**src/rtl/fbcc_pkg.sv**
```systemverilog
// fbcc_pkg: shared types, character codes and the symbol decoder for the
// fasta base composition counter. No dependencies.
package fbcc_pkg;

	localparam int COUNT_WIDTH_DEF      = 32;
	localparam int HEADER_LEN_WIDTH_DEF = 16;

	localparam int FIELD_CNT_W = 32;
	localparam int FIELD_HDR_W = 16;
	localparam int TDATA_W     = 10 * FIELD_CNT_W + FIELD_HDR_W - FIELD_CNT_W;

	localparam int QUEUE_DEPTH = 2;
	localparam int QPTR_W      = $clog2(QUEUE_DEPTH);
	localparam int QCNT_W      = $clog2(QUEUE_DEPTH + 1);

	localparam logic KIND_SEQUENCE = 1'b0;
	localparam logic KIND_FILE     = 1'b1;

	localparam logic [7:0] CH_NL      = 8'h0a;
	localparam logic [7:0] CH_GT      = 8'h3e;
	localparam logic [7:0] CH_LOWER_A = 8'h61;
	localparam logic [7:0] CH_LOWER_Z = 8'h7a;
	localparam logic [7:0] CASE_GAP   = 8'h20;
	localparam logic [7:0] CH_A = 8'h41;
	localparam logic [7:0] CH_B = 8'h42;
	localparam logic [7:0] CH_C = 8'h43;
	localparam logic [7:0] CH_D = 8'h44;
	localparam logic [7:0] CH_G = 8'h47;
	localparam logic [7:0] CH_H = 8'h48;
	localparam logic [7:0] CH_K = 8'h4b;
	localparam logic [7:0] CH_M = 8'h4d;
	localparam logic [7:0] CH_N = 8'h4e;
	localparam logic [7:0] CH_R = 8'h52;
	localparam logic [7:0] CH_S = 8'h53;
	localparam logic [7:0] CH_T = 8'h54;
	localparam logic [7:0] CH_V = 8'h56;
	localparam logic [7:0] CH_W = 8'h57;
	localparam logic [7:0] CH_Y = 8'h59;

	localparam logic [3:0] BASE_NONE = 4'b0000;
	localparam logic [3:0] BASE_A    = 4'b0001;
	localparam logic [3:0] BASE_C    = 4'b0010;
	localparam logic [3:0] BASE_G    = 4'b0100;
	localparam logic [3:0] BASE_T    = 4'b1000;

	typedef struct packed {
		logic                   has_sum;
		logic [FIELD_CNT_W-1:0] sum_seq;
		logic [FIELD_CNT_W-1:0] sum_lines;
		logic [FIELD_CNT_W-1:0] sum_anom;
		logic                   has_rec;
		logic                   rec_last;
		logic [FIELD_CNT_W-1:0] rec_seq;
		logic [FIELD_HDR_W-1:0] rec_hdr;
		logic [FIELD_CNT_W-1:0] rec_total;
		logic [FIELD_CNT_W-1:0] rec_a;
		logic [FIELD_CNT_W-1:0] rec_c;
		logic [FIELD_CNT_W-1:0] rec_g;
		logic [FIELD_CNT_W-1:0] rec_t;
		logic [FIELD_CNT_W-1:0] rec_other;
	} q_entry_t;

	// one bit per base, iupac letters set several
	function automatic logic [3:0] decode_symbol(input logic [7:0] b);
		logic [7:0] u;
		logic [3:0] m;
		begin
			u = (b >= CH_LOWER_A && b <= CH_LOWER_Z) ? b - CASE_GAP : b;
			unique case (u)
				CH_A:    m = BASE_A;
				CH_C:    m = BASE_C;
				CH_G:    m = BASE_G;
				CH_T:    m = BASE_T;
				CH_M:    m = BASE_A | BASE_C;
				CH_R:    m = BASE_A | BASE_G;
				CH_W:    m = BASE_A | BASE_T;
				CH_S:    m = BASE_C | BASE_G;
				CH_Y:    m = BASE_C | BASE_T;
				CH_K:    m = BASE_G | BASE_T;
				CH_V:    m = BASE_A | BASE_C | BASE_G;
				CH_H:    m = BASE_A | BASE_C | BASE_T;
				CH_D:    m = BASE_A | BASE_G | BASE_T;
				CH_B:    m = BASE_C | BASE_G | BASE_T;
				CH_N:    m = BASE_A | BASE_C | BASE_G | BASE_T;
				default: m = BASE_NONE;
			endcase
			return m;
		end
	endfunction

endpackage

```
**src/rtl/fbcc_core.sv**
```systemverilog
// fbcc_core: input register, record and file counters, and the builder of
// queue entries. Depends on fbcc_pkg.
module fbcc_core #(
	parameter int COUNT_WIDTH      = fbcc_pkg::COUNT_WIDTH_DEF,
	parameter int HEADER_LEN_WIDTH = fbcc_pkg::HEADER_LEN_WIDTH_DEF
) (
	input  logic               clk,
	input  logic               arst_n,
	input  logic               in_valid,
	output logic               in_ready,
	input  logic [7:0]         in_byte,
	input  logic               in_eos,
	input  logic               can_push,
	output logic               push,
	output fbcc_pkg::q_entry_t entry
);
	import fbcc_pkg::*;

	localparam int CW = COUNT_WIDTH;
	localparam int HW = HEADER_LEN_WIDTH;

	function automatic logic [CW-1:0] inc_cnt(input logic [CW-1:0] v);
		return (&v) ? v : v + 1'b1;
	endfunction

	function automatic logic [HW-1:0] inc_hdr(input logic [HW-1:0] v);
		return (&v) ? v : v + 1'b1;
	endfunction

	logic          valid_s1;
	logic [7:0]    byte_s1;
	logic          eos_s1;

	logic          in_header_q, at_line_start_q, record_open_q;
	logic [CW-1:0] record_index_q;
	logic [HW-1:0] header_len_q;
	logic [CW-1:0] symbol_total_q;
	logic [CW-1:0] base_q [4];
	logic [CW-1:0] other_q, line_q, anom_q;

	logic          in_header_d, at_line_start_d, record_open_d;
	logic [CW-1:0] record_index_d;
	logic [HW-1:0] header_len_d;
	logic [CW-1:0] symbol_total_d;
	logic [CW-1:0] base_d [4];
	logic [CW-1:0] other_d, line_d, anom_d;

	logic          is_nl, hdr_open, emit_rec, emit_sum, advance;
	logic [CW-1:0] anom_closed;
	logic [3:0]    sym_mask;

	assign is_nl       = byte_s1 == CH_NL;
	assign hdr_open    = at_line_start_q && (byte_s1 == CH_GT);
	assign emit_rec    = valid_s1 && record_open_q && (eos_s1 || (!is_nl && hdr_open));
	assign emit_sum    = valid_s1 && eos_s1;
	assign advance     = valid_s1 && (!(emit_rec || emit_sum) || can_push);
	assign in_ready    = !valid_s1 || advance;
	assign push        = advance && (emit_rec || emit_sum);
	assign sym_mask    = decode_symbol(byte_s1);
	assign anom_closed = (record_open_q && other_q != '0) ? inc_cnt(anom_q) : anom_q;

	always_comb begin
		entry.has_rec   = emit_rec;
		entry.rec_last  = !eos_s1;
		entry.rec_seq   = FIELD_CNT_W'(record_index_q - 1'b1);
		entry.rec_hdr   = FIELD_HDR_W'(header_len_q);
		entry.rec_total = FIELD_CNT_W'(symbol_total_q);
		entry.rec_a     = FIELD_CNT_W'(base_q[0]);
		entry.rec_c     = FIELD_CNT_W'(base_q[1]);
		entry.rec_g     = FIELD_CNT_W'(base_q[2]);
		entry.rec_t     = FIELD_CNT_W'(base_q[3]);
		entry.rec_other = FIELD_CNT_W'(other_q);
		entry.has_sum   = emit_sum;
		entry.sum_seq   = FIELD_CNT_W'(record_index_q);
		entry.sum_lines = FIELD_CNT_W'(line_q);
		entry.sum_anom  = FIELD_CNT_W'(anom_closed);
	end

	always_comb begin
		in_header_d     = in_header_q;
		at_line_start_d = at_line_start_q;
		record_open_d   = record_open_q;
		record_index_d  = record_index_q;
		header_len_d    = header_len_q;
		symbol_total_d  = symbol_total_q;
		for (int i = 0; i < 4; i++) begin
			base_d[i] = base_q[i];
		end
		other_d = other_q;
		line_d  = line_q;
		anom_d  = anom_q;
		if (eos_s1) begin
			in_header_d     = 1'b0;
			at_line_start_d = 1'b1;
			record_open_d   = 1'b0;
			record_index_d  = '0;
			header_len_d    = '0;
			symbol_total_d  = '0;
			for (int i = 0; i < 4; i++) begin
				base_d[i] = '0;
			end
			other_d = '0;
			line_d  = '0;
			anom_d  = '0;
		end else if (is_nl) begin
			in_header_d     = 1'b0;
			at_line_start_d = 1'b1;
			line_d          = inc_cnt(line_q);
		end else if (hdr_open) begin
			anom_d          = anom_closed;
			header_len_d    = '0;
			symbol_total_d  = '0;
			for (int i = 0; i < 4; i++) begin
				base_d[i] = '0;
			end
			other_d         = '0;
			record_index_d  = inc_cnt(record_index_q);
			record_open_d   = 1'b1;
			in_header_d     = 1'b1;
			at_line_start_d = 1'b0;
		end else begin
			at_line_start_d = 1'b0;
			if (in_header_q) begin
				header_len_d = inc_hdr(header_len_q);
			end else if (record_open_q) begin
				if (sym_mask == BASE_NONE) begin
					other_d = inc_cnt(other_q);
				end else begin
					symbol_total_d = inc_cnt(symbol_total_q);
					for (int i = 0; i < 4; i++) begin
						if (sym_mask[i]) begin
							base_d[i] = inc_cnt(base_q[i]);
						end
					end
				end
			end
		end
	end

	always_ff @(posedge clk or negedge arst_n) begin
		if (!arst_n) begin
			valid_s1 <= 1'b0;
		end else if (in_ready) begin
			valid_s1 <= in_valid;
		end
	end

	always_ff @(posedge clk) begin
		if (in_ready && in_valid) begin
			byte_s1 <= in_byte;
			eos_s1  <= in_eos;
		end
	end

	always_ff @(posedge clk or negedge arst_n) begin
		if (!arst_n) begin
			in_header_q     <= 1'b0;
			at_line_start_q <= 1'b1;
			record_open_q   <= 1'b0;
			record_index_q  <= '0;
			header_len_q    <= '0;
			symbol_total_q  <= '0;
			for (int i = 0; i < 4; i++) begin
				base_q[i] <= '0;
			end
			other_q <= '0;
			line_q  <= '0;
			anom_q  <= '0;
		end else if (advance) begin
			in_header_q     <= in_header_d;
			at_line_start_q <= at_line_start_d;
			record_open_q   <= record_open_d;
			record_index_q  <= record_index_d;
			header_len_q    <= header_len_d;
			symbol_total_q  <= symbol_total_d;
			for (int i = 0; i < 4; i++) begin
				base_q[i] <= base_d[i];
			end
			other_q <= other_d;
			line_q  <= line_d;
			anom_q  <= anom_d;
		end
	end

	a_open_has_index: assert property (@(posedge clk) disable iff (!arst_n)
		record_open_q |-> record_index_q != '0)
		else $error("open record with zero index");

	a_eos_clears: assert property (@(posedge clk) disable iff (!arst_n)
		advance && eos_s1 |=> !record_open_q && record_index_q == '0 && at_line_start_q)
		else $error("end of file did not clear state");

	a_sum_only_on_eos: assert property (@(posedge clk) disable iff (!arst_n)
		push && entry.has_sum |-> entry.rec_last == 1'b0 || !entry.has_rec)
		else $error("record before file summary flagged last");

endmodule

```
**src/rtl/fbcc_out_queue.sv**
```systemverilog
// fbcc_out_queue: two-entry result queue that unpacks each entry into one
// or two output transactions. Depends on fbcc_pkg.
module fbcc_out_queue (
	input  logic                         clk,
	input  logic                         arst_n,
	input  logic                         push,
	input  fbcc_pkg::q_entry_t           entry,
	output logic                         can_push,
	output logic                         m_axis_tvalid,
	input  logic                         m_axis_tready,
	output logic [fbcc_pkg::TDATA_W-1:0] m_axis_tdata, // seq, hdr len, total, a, c, g, t, other, lines, anomalous
	output logic                         m_axis_tuser, // record kind
	output logic                         m_axis_tlast
);
	import fbcc_pkg::*;

	q_entry_t          ent_q [QUEUE_DEPTH];
	logic [QPTR_W-1:0] wr_ptr_q, rd_ptr_q;
	logic [QCNT_W-1:0] cnt_q;
	logic              phase_q;

	q_entry_t head;
	logic     show_rec, take, pop_entry;

	assign head      = ent_q[rd_ptr_q];
	assign show_rec  = head.has_rec && !phase_q;
	assign take      = m_axis_tvalid && m_axis_tready;
	assign pop_entry = take && (!show_rec || !head.has_sum);
	assign can_push  = (cnt_q != QCNT_W'(QUEUE_DEPTH)) || pop_entry;

	assign m_axis_tvalid = cnt_q != '0;
	assign m_axis_tuser  = show_rec ? KIND_SEQUENCE : KIND_FILE;
	assign m_axis_tlast  = show_rec ? head.rec_last : 1'b1;

	always_comb begin
		if (show_rec) begin
			m_axis_tdata = {{(2 * FIELD_CNT_W){1'b0}}, head.rec_other, head.rec_t, head.rec_g,
				head.rec_c, head.rec_a, head.rec_total, head.rec_hdr, head.rec_seq};
		end else begin
			m_axis_tdata = {head.sum_anom, head.sum_lines, {(6 * FIELD_CNT_W + FIELD_HDR_W){1'b0}},
				head.sum_seq};
		end
	end

	always_ff @(posedge clk) begin
		if (push) begin
			ent_q[wr_ptr_q] <= entry;
		end
	end

	always_ff @(posedge clk or negedge arst_n) begin
		if (!arst_n) begin
			wr_ptr_q <= '0;
			rd_ptr_q <= '0;
			cnt_q    <= '0;
			phase_q  <= 1'b0;
		end else begin
			if (push) begin
				wr_ptr_q <= (wr_ptr_q == QPTR_W'(QUEUE_DEPTH - 1)) ? '0 : wr_ptr_q + 1'b1;
			end
			if (pop_entry) begin
				rd_ptr_q <= (rd_ptr_q == QPTR_W'(QUEUE_DEPTH - 1)) ? '0 : rd_ptr_q + 1'b1;
			end
			if (push && !pop_entry) begin
				cnt_q <= cnt_q + 1'b1;
			end else if (!push && pop_entry) begin
				cnt_q <= cnt_q - 1'b1;
			end
			if (take) begin
				phase_q <= !pop_entry;
			end
		end
	end

	a_no_overflow: assert property (@(posedge clk) disable iff (!arst_n)
		push |-> cnt_q != QCNT_W'(QUEUE_DEPTH) || pop_entry)
		else $error("result queue overflow");

	a_phase_pair: assert property (@(posedge clk) disable iff (!arst_n)
		phase_q |-> cnt_q != '0 && head.has_rec && head.has_sum)
		else $error("second phase without a pair");

	a_entry_nonempty: assert property (@(posedge clk) disable iff (!arst_n)
		m_axis_tvalid |-> head.has_rec || head.has_sum)
		else $error("empty entry in result queue");

endmodule

```
**src/rtl/fasta_base_composition_counter_unit.sv**
```systemverilog
// fasta_base_composition_counter_unit: top level of the fasta base composition counter.
// Path: each byte passes through the input register in fbcc_core and the result queue
// before its results are offered on the output.
// Throughput: one byte per cycle while the result queue can take entries; an end of file
// with an open record yields two output transactions.
// Reset: arst_n clears all counters and flags and empties the result queue.
module fasta_base_composition_counter_unit #(
	parameter int COUNT_WIDTH      = fbcc_pkg::COUNT_WIDTH_DEF,
	parameter int HEADER_LEN_WIDTH = fbcc_pkg::HEADER_LEN_WIDTH_DEF
) (
	input  logic                         clk,
	input  logic                         arst_n,
	input  logic                         s_axis_tvalid,
	output logic                         s_axis_tready,
	input  logic [7:0]                   s_axis_tdata, // data_byte
	input  logic                         s_axis_tlast, // end_of_stream
	output logic                         m_axis_tvalid,
	input  logic                         m_axis_tready,
	output logic [fbcc_pkg::TDATA_W-1:0] m_axis_tdata, // sequence_number, header_length,
	// total_symbols, count_a, count_c, count_g, count_t, other_count, lines_seen,
	// anomalous_sequences
	output logic                         m_axis_tuser, // record_kind
	output logic                         m_axis_tlast  // last
);
	import fbcc_pkg::*;

	q_entry_t entry;
	logic     push, can_push;

	fbcc_core #(
		.COUNT_WIDTH      (COUNT_WIDTH),
		.HEADER_LEN_WIDTH (HEADER_LEN_WIDTH)
	) u_core (
		.clk      (clk),
		.arst_n   (arst_n),
		.in_valid (s_axis_tvalid),
		.in_ready (s_axis_tready),
		.in_byte  (s_axis_tdata),
		.in_eos   (s_axis_tlast),
		.can_push (can_push),
		.push     (push),
		.entry    (entry)
	);

	fbcc_out_queue u_out_queue (
		.clk           (clk),
		.arst_n        (arst_n),
		.push          (push),
		.entry         (entry),
		.can_push      (can_push),
		.m_axis_tvalid (m_axis_tvalid),
		.m_axis_tready (m_axis_tready),
		.m_axis_tdata  (m_axis_tdata),
		.m_axis_tuser  (m_axis_tuser),
		.m_axis_tlast  (m_axis_tlast)
	);

endmodule

```
**config.mk**
```make
export PLATFORM = sky130hd
export DESIGN_NAME = fasta_base_composition_counter_unit
export DESIGN_NICKNAME = d
export VERILOG_FILES = /design/src/rtl/fbcc_pkg.sv /design/src/rtl/fbcc_core.sv /design/src/rtl/fbcc_out_queue.sv /design/src/rtl/fasta_base_composition_counter_unit.sv
export SDC_FILE = /design/constraint.sdc
export NUM_CORES = 2
export LEC_CHECK = 0
export BUFFER_PORTS_ARGS = -buffer_cell sky130_fd_sc_hd__buf_2
export CORE_MARGIN = 3
export CORE_UTILIZATION = 39
export DETAILED_ROUTE_END_ITERATION = 7
export PLACE_DENSITY = 0.67
export SKIP_LAST_GASP = 1
export SYNTH_ARGS = -nofsm -noshare
export SYNTH_HDL_FRONTEND = slang
export SYNTH_SLANG_ARGS = --single-unit
```
**constraint.sdc**
```tcl
create_clock -name clk -period 32.6 [get_ports clk]
set_input_delay 1.63 -clock clk [delete_from_list [all_inputs] [get_ports clk]]
set_output_delay 1.63 -clock clk [all_outputs]
set_load 0.005 [all_outputs]
```
==> impl_metrics.py <==
metrics = {
    "outcome": {
        "status": "finished with violations",
        "failed_checks": "max-slew violations",
    },
    "clocking": {
        "cts_htree_levels": 3,
        "cts.sinks": 1000,
        "path_clk_slew_ps": 60,
        "post_cts_resized": 0,
        "cts_tree": "done",
        "post_cts_buffers": 0,
        "clk_latency_ps": 680,
        "numCtsBuffers": 105,
        "hold_buffers": 0,
        "clockBufferDepth": 3,
        "cts_root_buf": "clkbuf_16",
    },
    "placement": {
        "place_area_sq_mm": 0.04742,
        "dp_hpwl_mm": 70.78,
        "port_buffers": 320,
        "gp_congestion": 0.8047,
        "dp_slack_ps": 27440,
    },
    "route": {
        "vias": 29800,
        "firstDrtPassIters": 5,
        "drt_iter0_drc": 2680,
        "route.detailed.drc": 0,
        "vias_per_cell": 5.479,
        "antenna_left": 0,
        "wl_mm": 109.9,
        "drt-wirelength-per-cell_um": 20.21,
    },
    "yosys": {
        "ys_seq_area_frac": 0.6422,
        "syn_inst": 3585,
        "yosysWarningCount": 0,
        "async_reset_ff_frac": 0.3130,
        "synth_area_sq_mm": 0.04432,
        "syn-num-nets": 3612,
        "avgSynthCellArea_sq_um": 12.36,
        "synth-edff-count": 687,
        "synth-main-ff-cell": "edfxtp_1",
        "synth-seq-cells": 1000,
        "synth.distinct_cells": 84,
    },
    "grt": {
        "grt_max_degree": 168,
        "grt.overflow.total": 0,
        "antenna_found_initial": 8,
        "grt_pass1_wl_mm": 169.8,
        "grt_pass1_vias": 28560,
        "grt.total_usage": 0.1841,
    },
    "die": {
        "die_height_um": 343.1,
        "dieArea_sq_mm": 0.1177,
        "num_io_pins": 321,
        "core_area_sq_mm": 0.1127,
        "initial_core_util": 0.3934,
        "die_w_um": 343.1,
        "row_count": 123,
    },
    "critical_path": {
        "crit_fanout": 58,
        "end_kind": "output pin",
        "worstReg2RegEnd": "u_core.symbol_total_q[8]$_DFFE_PN0P_",
        "start_kind": "register",
        "r2r-start": "u_out_queue.rd_ptr_q$_DFFE_PN0P_",
        "worstPathRequired_ps": 30970,
        "rrSetupSlack_ps": 27610,
        "r2r_cells": 8,
        "critPathKind": "reg2out",
        "arrival_ps": 4160,
        "critical_path.startpoint": "u_out_queue.rd_ptr_q$_DFFE_PN0P_",
    },
    "layout": {
        "fillers": 10140,
        "final_core_util": 0.4536,
        "syn_to_final_growth_pct": 15.30,
        "drive_above_1_share": 0.1497,
        "design_area_sq_mm": 0.05110,
        "nets": 3871,
    },
    "timing": {
        "rsz0062_at_grt": "false",
        "setup_tns_ps": 0,
        "fin_worst_skew_ps": 18.15,
        "fin_crit_sh": 0.1775,
        "max_slew_margin": -0.06111,
        "final_hold_viol_count": 0,
        "fmax_mhz": 172.8,
        "tightest_slew_ps": 1592,
        "period_minus_slack_ps": 5787,
        "layout_setup_ws_ps": 26810,
        "drv_slew": 60,
        "setup_viol": 0,
    },
    "min_path": {
        "hold_end": "u_out_queue.ent_q[0][337]$_DFFE_PP_",
        "hold_class": "reg2reg",
        "hold_depth": 0,
        "hold_start": "u_core.record_index_q[31]$_DFFE_PN0P_",
    },
    "flow_run": {
        "maxCapViolations": 0,
    },
    "pwr": {
        "power_density_mw_per_mm2": 78.89,
        "power_mw": 4.031,
        "vdd_drop_max_mv": 0.04869,
        "p_leak_nw": 19.56,
    },
}
[cell type report]
cell class,instances,area [sq um],share of cell area
multi-input cells,2327,14940,0.2923
repair buffers,360,1949,0.03815
clock buffers,147,2972,0.05815
inverters,50,192.7,0.003771
well taps,1500,1877,0.03673
diodes,4,10.01,0.0001959
flip-flops and latches,1000,28470,0.5571
clock inverters,51,698.2,0.01366
[power by group]
part	switching (mW)	total, mW	internal, mW
clock network	0.497	1.27	0.769
registers	0.117	1.71	1.59
logic	0.643	1.05	0.411
[sequential cells by signal, summed over array words and instances (netlist names), 2 cells and up]
register               count
u_out_queue.cnt_q          2
u_core.header_len_q       16
u_core.line_q             32
u_core.byte_s1             8
u_core.anom_q             32
u_core.symbol_total_q     32
u_core.entry             128
u_core.record_index_q     32
u_out_queue.ent_q        678
u_core.other_q            32
[kinds of logic (layout without fill, tap and decap cells)]
logic type               after synthesis  in the layout  synth area share
XOR/XNOR                             136            136           0.02719
flip-flops                          1000           1000            0.6422
adder cells (fa/ha/maj)               15             15          0.004178
buffers and inverters                258            608           0.02306
multiplexers                         349            349           0.08805
AND/OR/NAND/NOR                     1328           1328            0.1447
AO/OA/AOI/OAI                        499            499           0.07058
other                                  0              4                 0
[worst max-delay path, cell delays in order (launching register included)]
cell     delay [ps]
dfrtp_4         790
buf_4           890
buf_4           850
mux2i_1         630
nor2_1           70
buf_2           170
[metal layers]
layer | part of all wire | global-route usage | vias up | wire [um]
li1 | - | - | 13880 | -
met1 | 0.43 | 0.2544 | 14790 | 46960
met2 | 0.48 | 0.2939 | 962 | 52450
met3 | 0.070 | 0.03793 | 169 | 7670
met4 | 0.026 | 0.05436 | 2 | 2845
met5 | 0.00012 | 0 | - | 13
[per-stage QoR]
step	instances	hold slack (ps)
after floorplan	3585	440.2
after global placement	5237	454.2
after detailed placement	5237	465.4
after CTS	5435	481.5
after global routing	5436	494.2
final	5439	481.4
[Yosys cell counts (all sizes together) (6+ instances only)]
cell    number  area share
buf         64      0.0066
inv         49      0.0042
and3        59      0.0083
clkbuf     144       0.012
nor4        45      0.0066
ha          14      0.0040
nor2       493       0.042
a21oi       69      0.0079
nor3        78      0.0092
o21a        12      0.0020
nand4      108       0.015
mux4        32       0.016
a21o         6      0.0010
a211o        7      0.0014
nor2b        8      0.0011
o21ai      207       0.023
nand3      133       0.015
or4         21      0.0036
xnor2       56       0.011
dfrtp      312        0.18
mux2         7      0.0018
o211ai      20      0.0035
or3         32      0.0045
xor2        79       0.016
mux2i      310       0.070
o31ai       33      0.0057
edfxtp     687        0.47
o22a        15      0.0030
a41oi       11      0.0022
nor3b       11      0.0019
nand2b      16      0.0023
o311ai      17      0.0034
nor4b        8      0.0021
a31oi       50      0.0071
o41ai        8      0.0016
and2        25      0.0035
nand2      248       0.021
and4        26      0.0051
[worst max path at each step]
stage,endpoint,slack [ps],depth (start not counted)
6_report,m_axis_tdata[44],26810,5
5_1_grt,m_axis_tdata[44],26550,5
4_1_cts,m_axis_tdata[44],26660,5
3_5_place_dp,m_axis_tdata[44],27440,5
3_3_place_gp,m_axis_tdata[44],27420,5
2_1_floorplan,u_out_queue.ent_q[0][0]$_DFFE_PP_,14690,3
[layout by cell type (no fill, tap or decap), types with 48 or more instances in the layout]
| cell type | instances |
|---|---|
| inv_1 | 48 |
| xnor2_1 | 56 |
| dfrtp_1 | 311 |
| nand3_1 | 133 |
| nor3_1 | 76 |
| and3_1 | 58 |
| nand4_1 | 108 |
| clkbuf_16 | 110 |
| buf_2 | 319 |
| nor2_1 | 490 |
| mux2i_1 | 310 |
| nand2_1 | 247 |
| edfxtp_1 | 687 |
| a21oi_1 | 67 |
| a31oi_1 | 49 |
| xor2_1 | 79 |
| o21ai_0 | 202 |
Note: power is estimated with default switching activity, not from simulation.
